**src/hw/rtl/tlsrf_pkg.sv**
```systemverilog
// Shared constants and types for the TLS record framer.
package tlsrf_pkg;

    localparam logic [7:0] TYPE_CCS       = 8'h14;
    localparam logic [7:0] TYPE_LAST      = 8'h17;
    localparam logic [7:0] TYPE_HANDSHAKE = 8'h16;
    localparam logic [7:0] MAJOR_VERSION  = 8'h03;
    localparam logic [7:0] MINOR_MAX      = 8'h03;
    localparam logic [7:0] HELLO_CLIENT   = 8'h01;
    localparam logic [7:0] HELLO_SERVER   = 8'h02;

    localparam int HDR_BYTES  = 5;
    localparam int HS_BYTES   = 4;
    localparam int STORE_DEPTH = HDR_BYTES + HS_BYTES;

    localparam logic [15:0] REC_LEN_LIMIT_RESET  = 16'h4800;
    localparam logic [15:0] MAX_RECORDS_RESET    = 16'hFFFF;
    localparam logic [15:0] COUNT_MAX            = 16'hFFFF;

    typedef enum logic [1:0] {
        CFG_FROM_CLIENT    = 2'd0,
        CFG_REC_LEN_LIMIT  = 2'd1,
        CFG_MAX_RECORDS    = 2'd2
    } cfg_index_t;

    // One result word as it is held in the output register.
    typedef struct packed {
        logic        limit_hit;
        logic        hello_missing;
        logic [7:0]  hs_type;
        logic [15:0] length_field;
        logic [15:0] rec_version;
        logic [7:0]  rec_type;
        logic        not_record;
        logic        item_done;
        logic [7:0]  data_out;
        logic        data_valid;
        logic        handshake_seen;
        logic        header_seen;
    } result_t;

endpackage

```
**src/hw/rtl/tls_record_framer_unit.sv**
```systemverilog
// TLS record-layer framer for one direction of a TCP byte stream.

// The framer takes one in-order TCP payload byte per input word and returns
// exactly one result word for it. It gathers the five-byte record header,
// checks it on the following byte (content type 0x14 to 0x17, version 3.0
// to 3.3, nonzero length below the configured record length limit) and then
// frames the body.
// Plaintext handshake records are split further into handshake messages by
// their four-byte headers; all other records are framed whole. A header that
// fails the check drops the rest of the TCP segment. After max_records
// records or messages have completed, every further byte is ignored and
// limit_hit stays set until reset. Throughput is one byte per clock cycle
// while the sink keeps taking results: all state (header bytes, position
// counters, record counter, status bits) is updated by a single short pass
// of logic when a word is accepted, and its result goes into the output
// register. The output register lets a new byte be accepted in the same
// cycle that the previous result is taken. Configuration is written through
// cfg_we, cfg_index and cfg_data and must only change while the framer is idle.
module tls_record_framer_unit (
    input  logic        clk,
    input  logic        rst_n,

    input  logic        cfg_we,
    input  logic [1:0]  cfg_index,
    input  logic [15:0] cfg_data,

    input  logic        s_axis_tvalid,
    output logic        s_axis_tready,
    input  logic [7:0]  s_axis_tdata,   // [7:0] payload_byte
    input  logic        s_axis_tlast,   // segment_last

    output logic        m_axis_tvalid,
    input  logic        m_axis_tready,
    // [7:0] data_out, [15:8] rec_type, [31:16] rec_version,
    // [47:32] length_field, [55:48] hs_type, [56] hello_missing,
    // [57] limit_hit, [63:58] zero
    output logic [63:0] m_axis_tdata,
    // [0] header_seen, [1] handshake_seen, [2] data_valid, [3] not_record
    output logic [3:0]  m_axis_tuser,
    output logic        m_axis_tlast    // item_done
);
    import tlsrf_pkg::*;

    // Configuration registers.
    logic        from_client_reg;
    logic [15:0] rec_len_limit_reg;
    logic [15:0] max_records_reg;

    // Framer state.
    logic [7:0]  hdr_reg  [STORE_DEPTH];
    logic [7:0]  hdr_next [STORE_DEPTH];
    logic [16:0] rec_pos_reg, rec_pos_next;
    logic [15:0] rec_len_reg, rec_len_next;
    logic [16:0] hs_pos_reg, hs_pos_next;
    logic [15:0] hs_len_reg, hs_len_next;
    logic [7:0]  prev_type_reg, prev_type_next;
    logic [15:0] rec_count_reg, rec_count_next;
    logic        hello_reg, hello_next;
    logic        skip_reg, skip_next;
    logic        stop_reg, stop_next;

    // Output register.
    logic        out_valid_reg;
    result_t     result_reg, result_next;

    logic        accept;
    logic [7:0]  in_byte;
    logic        in_last;

    assign s_axis_tready = !out_valid_reg || m_axis_tready;
    assign accept        = s_axis_tvalid && s_axis_tready;
    assign in_byte       = s_axis_tdata;
    assign in_last       = s_axis_tlast;

    // Header check on the collected record header.
    logic [15:0] hdr_len;
    logic        hdr_ok;
    logic        plain_hs;

    assign hdr_len  = {hdr_reg[3], hdr_reg[4]};
    assign hdr_ok   = (hdr_reg[0] >= TYPE_CCS) && (hdr_reg[0] <= TYPE_LAST)
                   && (hdr_reg[1] == MAJOR_VERSION) && (hdr_reg[2] <= MINOR_MAX)
                   && (hdr_len != 16'd0) && (hdr_len < rec_len_limit_reg);
    // A handshake record is plaintext unless a ChangeCipherSpec came before it.
    assign plain_hs = (hdr_reg[0] == TYPE_HANDSHAKE) && (prev_type_reg != TYPE_CCS);

    always_comb
    begin
        logic        go;
        logic        end_msg;
        logic        count_it;
        logic [16:0] rec_pos_inc;
        logic [16:0] hs_pos_inc;
        logic [15:0] count_inc;
        logic [7:0]  want;
        logic        hd_seen;
        logic        hs_seen;
        logic        dv;
        logic        done;
        logic        nr;

        hdr_next       = hdr_reg;
        rec_pos_next   = rec_pos_reg;
        rec_len_next   = rec_len_reg;
        hs_pos_next    = hs_pos_reg;
        hs_len_next    = hs_len_reg;
        prev_type_next = prev_type_reg;
        rec_count_next = rec_count_reg;
        hello_next     = hello_reg;
        skip_next      = skip_reg;
        stop_next      = stop_reg;

        go          = 1'b0;
        end_msg     = 1'b0;
        count_it    = 1'b0;
        hd_seen     = 1'b0;
        hs_seen     = 1'b0;
        dv          = 1'b0;
        done        = 1'b0;
        nr          = 1'b0;
        rec_pos_inc = rec_pos_reg + 17'd1;
        hs_pos_inc  = hs_pos_reg + 17'd1;
        want        = from_client_reg ? HELLO_CLIENT : HELLO_SERVER;

        if (stop_reg || (rec_count_reg >= max_records_reg))
        begin
            stop_next = 1'b1;
        end
        else if (skip_reg)
        begin
            if (in_last)
            begin
                skip_next = 1'b0;
            end
        end
        else if (rec_pos_reg < 17'(HDR_BYTES))
        begin
            // Still gathering the record header.
            hdr_next[rec_pos_reg[3:0]] = in_byte;
            rec_pos_next = rec_pos_inc;
        end
        else
        begin
            go = 1'b1;
            if (rec_pos_reg == 17'(HDR_BYTES))
            begin
                if (!hdr_ok)
                begin
                    rec_pos_next = 17'd0;
                    nr           = 1'b1;
                    go           = 1'b0;
                    if (!in_last)
                    begin
                        skip_next = 1'b1;
                    end
                end
                else
                begin
                    // The first record must be a hello of the expected kind.
                    if ((rec_count_reg == 16'd0)
                        && ((hdr_reg[0] != TYPE_HANDSHAKE) || (in_byte != want)))
                    begin
                        hello_next = 1'b1;
                    end
                    rec_len_next = hdr_len;
                    hd_seen      = !plain_hs;
                end
            end

            if (go)
            begin
                if (rec_pos_inc >= ({1'b0, rec_len_next} + 17'(HDR_BYTES)))
                begin
                    rec_pos_next = 17'd0;
                end
                else
                begin
                    rec_pos_next = rec_pos_inc;
                end

                if (plain_hs)
                begin
                    if (hs_pos_inc <= 17'(HS_BYTES))
                    begin
                        // Handshake message header bytes go to the upper store.
                        hdr_next[4'(hs_pos_inc) + 4'(HDR_BYTES - 1)] = in_byte;
                        if (hs_pos_inc == 17'(HS_BYTES))
                        begin
                            hs_seen     = 1'b1;
                            hs_len_next = {hdr_reg[7], in_byte};
                            end_msg     = (hs_len_next == 16'd0);
                        end
                    end
                    else
                    begin
                        dv      = 1'b1;
                        end_msg = (hs_pos_inc >= ({1'b0, hs_len_reg} + 17'(HS_BYTES)));
                    end

                    if (end_msg)
                    begin
                        hs_pos_next    = 17'd0;
                        prev_type_next = TYPE_HANDSHAKE;
                        done           = 1'b1;
                        count_it       = 1'b1;
                    end
                    else
                    begin
                        hs_pos_next = hs_pos_inc;
                    end
                end
                else
                begin
                    dv = 1'b1;
                    if (rec_pos_inc >= ({1'b0, rec_len_next} + 17'(HDR_BYTES)))
                    begin
                        prev_type_next = hdr_reg[0];
                        done           = 1'b1;
                        count_it       = 1'b1;
                    end
                end
            end
        end

        // Saturating record counter; reaching the limit stops the framer.
        count_inc = (rec_count_reg != COUNT_MAX) ? (rec_count_reg + 16'd1) : rec_count_reg;
        if (count_it)
        begin
            rec_count_next = count_inc;
            if (count_inc >= max_records_reg)
            begin
                stop_next = 1'b1;
            end
        end

        result_next.header_seen    = hd_seen;
        result_next.handshake_seen = hs_seen;
        result_next.data_valid     = dv;
        result_next.data_out       = dv ? in_byte : 8'd0;
        result_next.item_done      = done;
        result_next.not_record     = nr;
        result_next.rec_type       = hdr_next[0];
        result_next.rec_version    = {hdr_next[1], hdr_next[2]};
        result_next.length_field   = hs_seen ? hs_len_next : rec_len_next;
        result_next.hs_type        = hdr_next[5];
        result_next.hello_missing  = hello_next;
        result_next.limit_hit      = stop_next;
    end

    // Configuration writes; an index past the last register is ignored.
    always_ff @(posedge clk or negedge rst_n)
    begin
        if (!rst_n)
        begin
            from_client_reg   <= 1'b1;
            rec_len_limit_reg <= REC_LEN_LIMIT_RESET;
            max_records_reg   <= MAX_RECORDS_RESET;
        end
        else if (cfg_we)
        begin
            case (cfg_index)
                CFG_FROM_CLIENT:   from_client_reg   <= cfg_data[0];
                CFG_REC_LEN_LIMIT: rec_len_limit_reg <= cfg_data;
                CFG_MAX_RECORDS:   max_records_reg   <= cfg_data;
                default:           ;
            endcase
        end
    end

    // Framer state advances once per accepted byte.
    always_ff @(posedge clk or negedge rst_n)
    begin
        if (!rst_n)
        begin
            for (int i = 0; i < STORE_DEPTH; i++)
            begin
                hdr_reg[i] <= 8'd0;
            end
            rec_pos_reg   <= 17'd0;
            rec_len_reg   <= 16'd0;
            hs_pos_reg    <= 17'd0;
            hs_len_reg    <= 16'd0;
            prev_type_reg <= 8'd0;
            rec_count_reg <= 16'd0;
            hello_reg     <= 1'b0;
            skip_reg      <= 1'b0;
            stop_reg      <= 1'b0;
        end
        else if (accept)
        begin
            hdr_reg       <= hdr_next;
            rec_pos_reg   <= rec_pos_next;
            rec_len_reg   <= rec_len_next;
            hs_pos_reg    <= hs_pos_next;
            hs_len_reg    <= hs_len_next;
            prev_type_reg <= prev_type_next;
            rec_count_reg <= rec_count_next;
            hello_reg     <= hello_next;
            skip_reg      <= skip_next;
            stop_reg      <= stop_next;
        end
    end

    // Output register: holds one result word until the sink takes it.
    always_ff @(posedge clk or negedge rst_n)
    begin
        if (!rst_n)
        begin
            out_valid_reg <= 1'b0;
        end
        else if (accept)
        begin
            out_valid_reg <= 1'b1;
        end
        else if (m_axis_tready)
        begin
            out_valid_reg <= 1'b0;
        end
    end

    always_ff @(posedge clk)
    begin
        if (accept)
        begin
            result_reg <= result_next;
        end
    end

    assign m_axis_tvalid = out_valid_reg;
    assign m_axis_tdata  = {6'd0,
                            result_reg.limit_hit,
                            result_reg.hello_missing,
                            result_reg.hs_type,
                            result_reg.length_field,
                            result_reg.rec_version,
                            result_reg.rec_type,
                            result_reg.data_out};
    assign m_axis_tuser  = {result_reg.not_record,
                            result_reg.data_valid,
                            result_reg.handshake_seen,
                            result_reg.header_seen};
    assign m_axis_tlast  = result_reg.item_done;

endmodule

```
**config.mk**
```make
export PLATFORM = sky130hd
export DESIGN_NAME = tls_record_framer_unit
export DESIGN_NICKNAME = d
export VERILOG_FILES = /design/src/hw/rtl/tlsrf_pkg.sv /design/src/hw/rtl/tls_record_framer_unit.sv
export SDC_FILE = /design/constraint.sdc
export NUM_CORES = 1
export LEC_CHECK = 0
export BUFFER_PORTS_ARGS = -buffer_cell sky130_fd_sc_hd__buf_2
export CAP_MARGIN = 30
export CORE_UTILIZATION = 25
export DETAILED_ROUTE_END_ITERATION = 12
export GPL_TIMING_DRIVEN = 0
export SLEW_MARGIN = 20
export SYNTH_ARGS = -nofsm -noshare
export SYNTH_HDL_FRONTEND = slang
export SYNTH_SLANG_ARGS = --single-unit
```
**constraint.sdc**
```tcl
create_clock -name clk -period 7.1 [get_ports clk]
set_clock_uncertainty 0.15 [all_clocks]
set_input_delay 1.065 -clock clk [delete_from_list [all_inputs] [get_ports clk]]
set_output_delay 1.065 -clock clk [all_outputs]
set_load 0.02 [all_outputs]
```
==> metrics.txt, run 1 <==
Final ANT Viol Nets=0; slew at the pin closest to its max-slew limit=992 ps; global placement routability congestion=between 0.8 and 0.9; Internal Pwr Total=about 0.0036 W; DP HPWL=30.2 mm; drt initial violations=roughly 780; final wirelength=a little over 40 mm; Peak VDD IR=roughly 0.19 mV; top metal layer carrying routed signals=met4; Hold Buf Count CTS=0; post-synthesis sequential area ratio=0.452; setup TNS=0 ps; Pwr per Cell Area=around 330 nW/um2; reg2reg end=prev_type_reg[3]$_DFFE_PN0P_; nets=between 1500 and 2000; Leak Pwr=approximately 7.3 nW; Worst EP arrival=about 6800 ps; Synth async-reset ratio=0.744; switching share of total power=0.363; die width=around 240 um; Synth Area in Compound Gates=0.0745; routed metal-1 wire length=18.5 mm; worst path required time=about 7400 ps; CP Launch Type=flip-flop; largest net degree at the start of global routing=96; Post-Synth XOR/XNOR Area=0.0530; main combinational cell family by area after synthesis=multiplexers; gr ovfl total=0; I/O pins=103; Tot GR Track Use=0.136; warnings from Yosys=0; fin. max-slew vios=0; drt wl/cell=between 15 and 20 um; CTS Buffer Depth=3; R2R depth=22; # port buffers=96; total core area=around 57000 um2; CTS clk-pin slew, worst paths=70 ps; RSZ-0062 raised after global routing=no; Fillers=between 5000 and 6000; clock latency on the worst-skew pair=between 500 and 600 ps; Final setup viols=0; Antenna diodes=0; worst setup path category=reg -> reg; H-tree Lvls=1; vias post-DR=between 10000 and 15000; DRC viols=0; Tightest Hold Check Type=in -> async; met3 routed WL=~2.0 mm; vias in the first global route=about 11000; layout cells sized above 1=0.251; first-pass GRT wire length=around 64 mm; register share of total power=0.391; Avg Cell Area, Syn=roughly 11 um2; Simple-Gate Fraction of Synth Area=0.150; sequential cell area=~6500 um2; Adder-Cell Fraction of Synth Area=0.0809; P&R area growth vs syn=17.4%; Worst Path Max Fanout=10; initial antenna violation count=0; max-cap violations=0; Mapped Area=between 10000 and 15000 um2; worst r2r src=rec_pos_reg[3]$_DFFE_PN0P_; mux contribution to synthesized area=0.157; final hold viol count=0; top_reg_cell synth=dfrtp_1; fmax=around 150 MHz; CTS Buf Count=29; die area=roughly 58000 um2; clk sinks=about 250; met2 WL=just under 20 mm; Synth cell types=70; Clk pwr share=0.269; Final Critical Period=between 6000 and 7000 ps; multi-input logic area=approximately 7500 um2; outcome=finished, final reports clean; Core Util, Final=0.298; Setup crit end kind=flip-flop; Synth Instances=1313; CTS Root Cell=clkbuf_16; max reg flops=between 50 and 60; vias per cell=~4.8; setup slack, reg-to-reg=~640 ps; Starting Density=0.254; CTS tree=yes; Final Cycle Share=0.910; Post-synth EDFFs=63; Slew HR=0.334; P_sw=between 0.002 and 0.0025 W; Hold Slack=119 ps; 1st-pass router iterations=5; Combinational Power Share=0.341; Site Rows=87; die height=about 240 um; #FFs+latches synth=about 250
synthesized netlist by cell type, types with 3 or more instances:
library cell    n  area (um2)
mux2_2        165        1860
dfrtp_1       164        4100
nand2_1        97         364
ha_1           93        1160
nor2_1         76         285
edfxtp_1       63        1890
nand3_1        57         285
xnor2_1        56         490
inv_1          54         203
a21oi_1        41         205
o21ai_0        41         205
clkbuf_1       35         131
xor2_1         31         272
mux2i_1        29         290
nand4_1        27         169
nor3_1         23         115
nor4_1         23         144
and3_1         21         131
dfstp_2        19         499
a21o_1         16         120
and2_1         13        81.3
buf_2          12        60.1
nand2b_1       11        68.8
nand3b_1       11        82.6
a211oi_1       10        75.1
mux2_1         10         113
a22o_1          8        70.1
or3_1           8        50.1
o21a_1          7        52.6
buf_4           6        45.0
nor3b_1         6        45.0
nor4b_1         6        52.6
o211ai_1        6        45.0
nor2b_1         5        31.3
o31ai_1         5        37.5
and4_1          4        35.0
or4_1           4        30.0
a211o_1         3        26.3
o22ai_1         3        18.8
o2bb2ai_1       3        26.3
timing repair:
item | 4_1_cts | 5_1_grt
endpoints found under the setup margin | 0 | 19
buffers inserted | 0 | 0
gates resized for setup | 0 | 1
final cells by class:
type	instances	area share
clock inverters	20	0.0129
clock buffers	34	0.0441
multi-input cells	961	0.441
well taps	756	0.0560
inverters	54	0.0122
plain buffers	57	0.0154
flip-flops and latches	246	0.385
repair buffers	99	0.0335
routing by layer:
layer,up-vias,global-route usage
met4,0,0.0249
met1,5398,0.187
li1,5054,-
met3,48,0.0213
met2,266,0.227
met5,-,0
how the worst max path moves through the flow:
stage / slack [ps] / end / start / cells after the start
2_1_floorplan: 1870 / rec_count_reg[14]$_DFFE_PN0P_ / rec_len_limit_reg[14]$_DFFE_PN1P_ / 24
3_3_place_gp: 710 / rec_count_reg[5]$_DFFE_PN0P_ / rec_pos_reg[3]$_DFFE_PN0P_ / 22
3_5_place_dp: 710 / prev_type_reg[2]$_DFFE_PN0P_ / rec_pos_reg[3]$_DFFE_PN0P_ / 22
4_1_cts: 650 / prev_type_reg[2]$_DFFE_PN0P_ / rec_pos_reg[3]$_DFFE_PN0P_ / 22
5_1_grt: 150 / rec_count_reg[11]$_DFFE_PN0P_ / rec_pos_reg[3]$_DFFE_PN0P_ / 22
6_report: 640 / prev_type_reg[3]$_DFFE_PN0P_ / rec_pos_reg[3]$_DFFE_PN0P_ / 22
power groups by stage:
| stage | Combinational (W) | Sequential, W | Clock, W |
|---|---|---|---|
| after floorplan | 0.00123 | 0.00222 | 0 |
| after global placement | 0.00185 | 0.00221 | 0 |
| after detailed placement | 0.00190 | 0.00222 | 0 |
| after CTS | 0.00192 | 0.00220 | 0.00156 |
| after global routing | 0.00210 | 0.00225 | 0.00161 |
| final | 0.00192 | 0.00220 | 0.00152 |
layout by cell type, fill, tap and decap left out, drive strengths merged, types with 4 or more instances in the layout:
cell | Yosys | layout
nor4b | 6 | 6
nand4 | 28 | 28
and2 | 13 | 13
xor2 | 31 | 31
nand3 | 57 | 57
a211oi | 10 | 10
clkinv | 0 | 11
nand3b | 11 | 11
nand2 | 98 | 98
a21oi | 41 | 41
inv | 54 | 57
or4 | 4 | 4
nor2 | 78 | 78
o211ai | 6 | 6
ha | 93 | 93
mux2i | 29 | 29
o21ai | 41 | 41
nor3b | 6 | 6
dfstp | 19 | 19
nor3 | 25 | 25
or3 | 8 | 8
xnor2 | 56 | 56
and4 | 4 | 4
a22o | 9 | 9
nor2b | 5 | 5
dfrtp | 164 | 164
o31ai | 5 | 5
clkbuf | 36 | 70
buf | 21 | 120
nor4 | 25 | 25
bufinv | 0 | 4
edfxtp | 63 | 63
a21o | 16 | 16
conb | 1 | 6
mux2 | 175 | 175
o21a | 7 | 7
o22ai | 5 | 5
nand2b | 11 | 11
and3 | 21 | 21
kinds of logic after synthesis:
family | after synthesis
compound gates | 163
mux | 204
buf+inv | 111
flops | 246
xor+xnor | 87
other cells | 1
simple gates | 408
fa+ha+maj | 93
critical path, cell delays in order, from the launching register on:
cell      delay, ps
dfrtp_1         450
nor4_1          330
nand4_1         310
nor2_1          590
o2111a_1        300
clkbuf_1        470
mux2_2          280
ha_1            210
nor2_1           70
mux2i_1         420
nand2_1         160
nor2_1          180
xor2_1          250
ha_1            290
a211oi_1        250
o211ai_1        120
a21oi_1         140
o21ai_0         130
a211oi_1        370
nor4_2          140
nand2_2         190
buf_6           180
mux2_1          340
stage by stage:
step           area [um2]  cells  total power (W)  setup WS (ps)
2_1_floorplan       14400   1318          0.00345           1870
3_3_place_gp        15800   2170          0.00407            713
3_5_place_dp        15900   2173          0.00412            706
4_1_cts             16900   2227          0.00568            650
5_1_grt             16900   2227          0.00596            145
6_report            16900   2227          0.00564            640
(Power assumes the default switching activity.)
==> run 2: changes to the inputs <==
==> constraint.sdc (replaced) <==
create_clock -name clk -period 8 [get_ports clk]
set_clock_uncertainty 0.15 [all_clocks]
set_input_delay 1.2 -clock clk [delete_from_list [all_inputs] [get_ports clk]]
set_output_delay 1.2 -clock clk [all_outputs]
set_load 0.05 [all_outputs]
==> run 2 against run 1 <==
  * Sequential power fell by 11%
  * Combinational power barely moved
  * Highest routed layer unchanged
  * Final cell count did not move
  * Register-to-register slack improved by 790 ps
  * Sequential share of layout area barely moved
  * Global-route usage did not move
  * Routed wire length barely moved
  * Critical endpoint is now rec_count_reg[6]$_DFFE_PN0P_
==> metrics.txt, run 2 (synthesized netlist as in run 1, its figures left out) <==
Design Area, Final=16900 um2 (about the same); Final Cycle Share=0.821 (-0.0887); clk sinks=246 (unchanged); Leak Pwr=7.25 nW (about the same); I/O pins=103 (unchanged); fmax=152 MHz (-1.7%); Starting Density=0.254 (unchanged); Final setup viols=0 (unchanged); CTS Buffer Depth=3 (unchanged); CTS tree=yes; P_sw=0.00200 W (-2.5%); Peak VDD IR=0.171 mV (-11%); R2R depth=22 (unchanged); Final Critical Period=6570 ps (+110 ps); vias per cell=4.83 (about the same); slew at the pin closest to its max-slew limit=1030 ps (+39.2 ps); Tot GR Track Use=0.136 (unchanged); Final Non-Filler Cells=2227 (unchanged); die height=242 um (unchanged); DRC viols=0 (unchanged); Tightest Hold Check Type=in -> async; Slew HR=0.307 (-0.0263); die area=58500 um2 (unchanged); initial antenna violation count=0 (unchanged); most common cell after layout, fill and taps aside=mux2_2; fin. max-slew vios=0 (unchanged); Clk pwr share=0.259 (-0.010); setup bufs post-CTS=0 (unchanged); CP Launch Type=flip-flop; nets=1573 (unchanged); Worst Path Max Fanout=10 (unchanged); 1st-pass router iterations=5 (unchanged); max reg flops=58 (unchanged); outcome=finished, final reports clean; pre-CTS setup slack=1610 ps (+900 ps); placed inst area=15900 um2 (unchanged); most frequent cells in the layout=mux2_2 (165), dfrtp_1 (164), buf_2 (107); Combinational Power Share=0.363 (+0.022); Setup crit end kind=flip-flop; drt initial violations=735 (-5.6%); die width=242 um (unchanged); Final ANT Viol Nets=0 (unchanged); final hold viol count=0 (unchanged); setup TNS=0 ps (unchanged); Internal Pwr Total=0.00319 W (-11%); worst setup path category=reg -> reg; first-pass GRT wire length=63.6 mm (unchanged); vias in the first global route=10860 (unchanged); H-tree Lvls=1 (unchanged); Site Rows=87 (unchanged); Inst Count DP=2173 (unchanged); CTS Buf Count=29 (unchanged); post-CTS sizing=0 (unchanged); gr ovfl total=0 (unchanged); max-cap violations=0 (unchanged); Fillers=5873 (-0.017%); RSZ-0062 raised after global routing=no; CTS Root Cell=clkbuf_16; Antenna diodes=0 (unchanged); register share of total power=0.377 (-0.014); Hold Buf Count CTS=0 (unchanged); critical path, cell by cell=nor4_1 -> nand4_1 -> nor2_1 -> o2111a_1 -> clkbuf_1 -> mux2_2 -> ha_1 -> nor2_1 -> mux2_2 -> nor3_1 -> xor2_1 -> mux2i_1 -> ha_1 -> nand2_1 -> o211ai_1 -> a21oi_1 -> o21ai_0 -> a211oi_1 -> nor4_1 -> clkbuf_1 -> nand3b_1 -> xnor2_1; CTS clk-pin slew, worst paths=70 ps (about the same); Worst EP arrival=6860 ps (+110 ps); DP HPWL=30.2 mm (unchanged); clock latency on the worst-skew pair=560 ps (about the same); drt wl/cell=18.2 um (about the same); CP max-delay cell=nor4_1; final wirelength=40.5 mm (about the same); # port buffers=96 (unchanged); global placement routability congestion=0.866 (unchanged); Worst path max stage delay=700 ps (+110 ps); Final WS setup=1430 ps (+790 ps); worst path required time=8290 ps (+900 ps); vias post-DR=10761 (-0.046%); total core area=56600 um2 (unchanged); layout cells sized above 1=0.250 (-0.000680); sequential cell area=6490 um2 (unchanged); P&R area growth vs syn=17.4% (about the same); multi-input logic area=7450 um2 (about the same); largest net degree at the start of global routing=96 (unchanged); switching share of total power=0.385 (+0.0220); Pwr per Cell Area=307 nW/um2 (-8.0%)
## run 2: cell types whose count changed in the layout (fill, tap and decap cells not counted)
cell / before / now
nor4_2: 1 / 0
nor4_1: 22 / 23
## run 2: worst max-delay path: cells and delay by family, from the launching register on
kind | cells | cell delay (ps)
fa+ha+maj | 2 | 540
buf+inv | 2 | 910
flops | 1 | 450
xor+xnor | 2 | 330
compound gates | 5 | 890
simple gates | 8 | 2450
mux | 3 | 710
## run 2: stage by stage
step / total power (W) / util / hold slack (ps)
6_report: 0.00519 / 0.298 / 254
5_1_grt: 0.00547 / 0.298 / 227
4_1_cts: 0.00522 / 0.298 / 220
3_5_place_dp: 0.00384 / 0.281 / 329
3_3_place_gp: 0.00379 / 0.280 / 301
2_1_floorplan: 0.00324 / - / 284
## run 2: final cells by class
cell class                      instances  area share
Timing Repair Buffer                   99      0.0335
Buffer                                 57      0.0154
Sequential cell                       246       0.385
Inverter                               54      0.0122
Clock inverter                         20      0.0129
Clock buffer                           34      0.0441
Multi-Input combinational cell        961       0.441
Tap cell                              756      0.0560
## run 2: worst paths after layout
| path | slack, ps | to | from |
|---|---|---|---|
| setup reg to reg | 1430 | rec_count_reg[6]$_DFFE_PN0P_ | rec_pos_reg[3]$_DFFE_PN0P_ |
| max in group asynchronous | 6280 | max_records_reg[12]$_DFFE_PN1P_ | rst_n |
| min in group clk | 340 | hello_reg$_DFFE_PN0P_ | hello_reg$_DFFE_PN0P_ |
| setup / recovery | 1430 | rec_count_reg[6]$_DFFE_PN0P_ | rec_pos_reg[3]$_DFFE_PN0P_ |
| hold / removal | 250 | m_axis_tvalid$_DFFE_PN0P_ | rst_n |
| hold reg to reg | 340 | hello_reg$_DFFE_PN0P_ | hello_reg$_DFFE_PN0P_ |
## run 2: power groups by stage
stage          Sequential [W]  Clock, W  Combinational (W)
6_report              0.00196   0.00135            0.00189
5_1_grt               0.00200   0.00143            0.00204
2_1_floorplan         0.00214         0            0.00109
3_5_place_dp          0.00197         0            0.00187
4_1_cts               0.00195   0.00138            0.00189
3_3_place_gp          0.00196         0            0.00183
## run 2: per-layer routing
metal,up-vias,GRT usage,share of wire
li1,5059,-,-
met1,5383,0.187,0.45
met2,269,0.227,0.48
met3,50,0.0213,0.053
met4,0,0.0249,0.018
met5,-,0,0
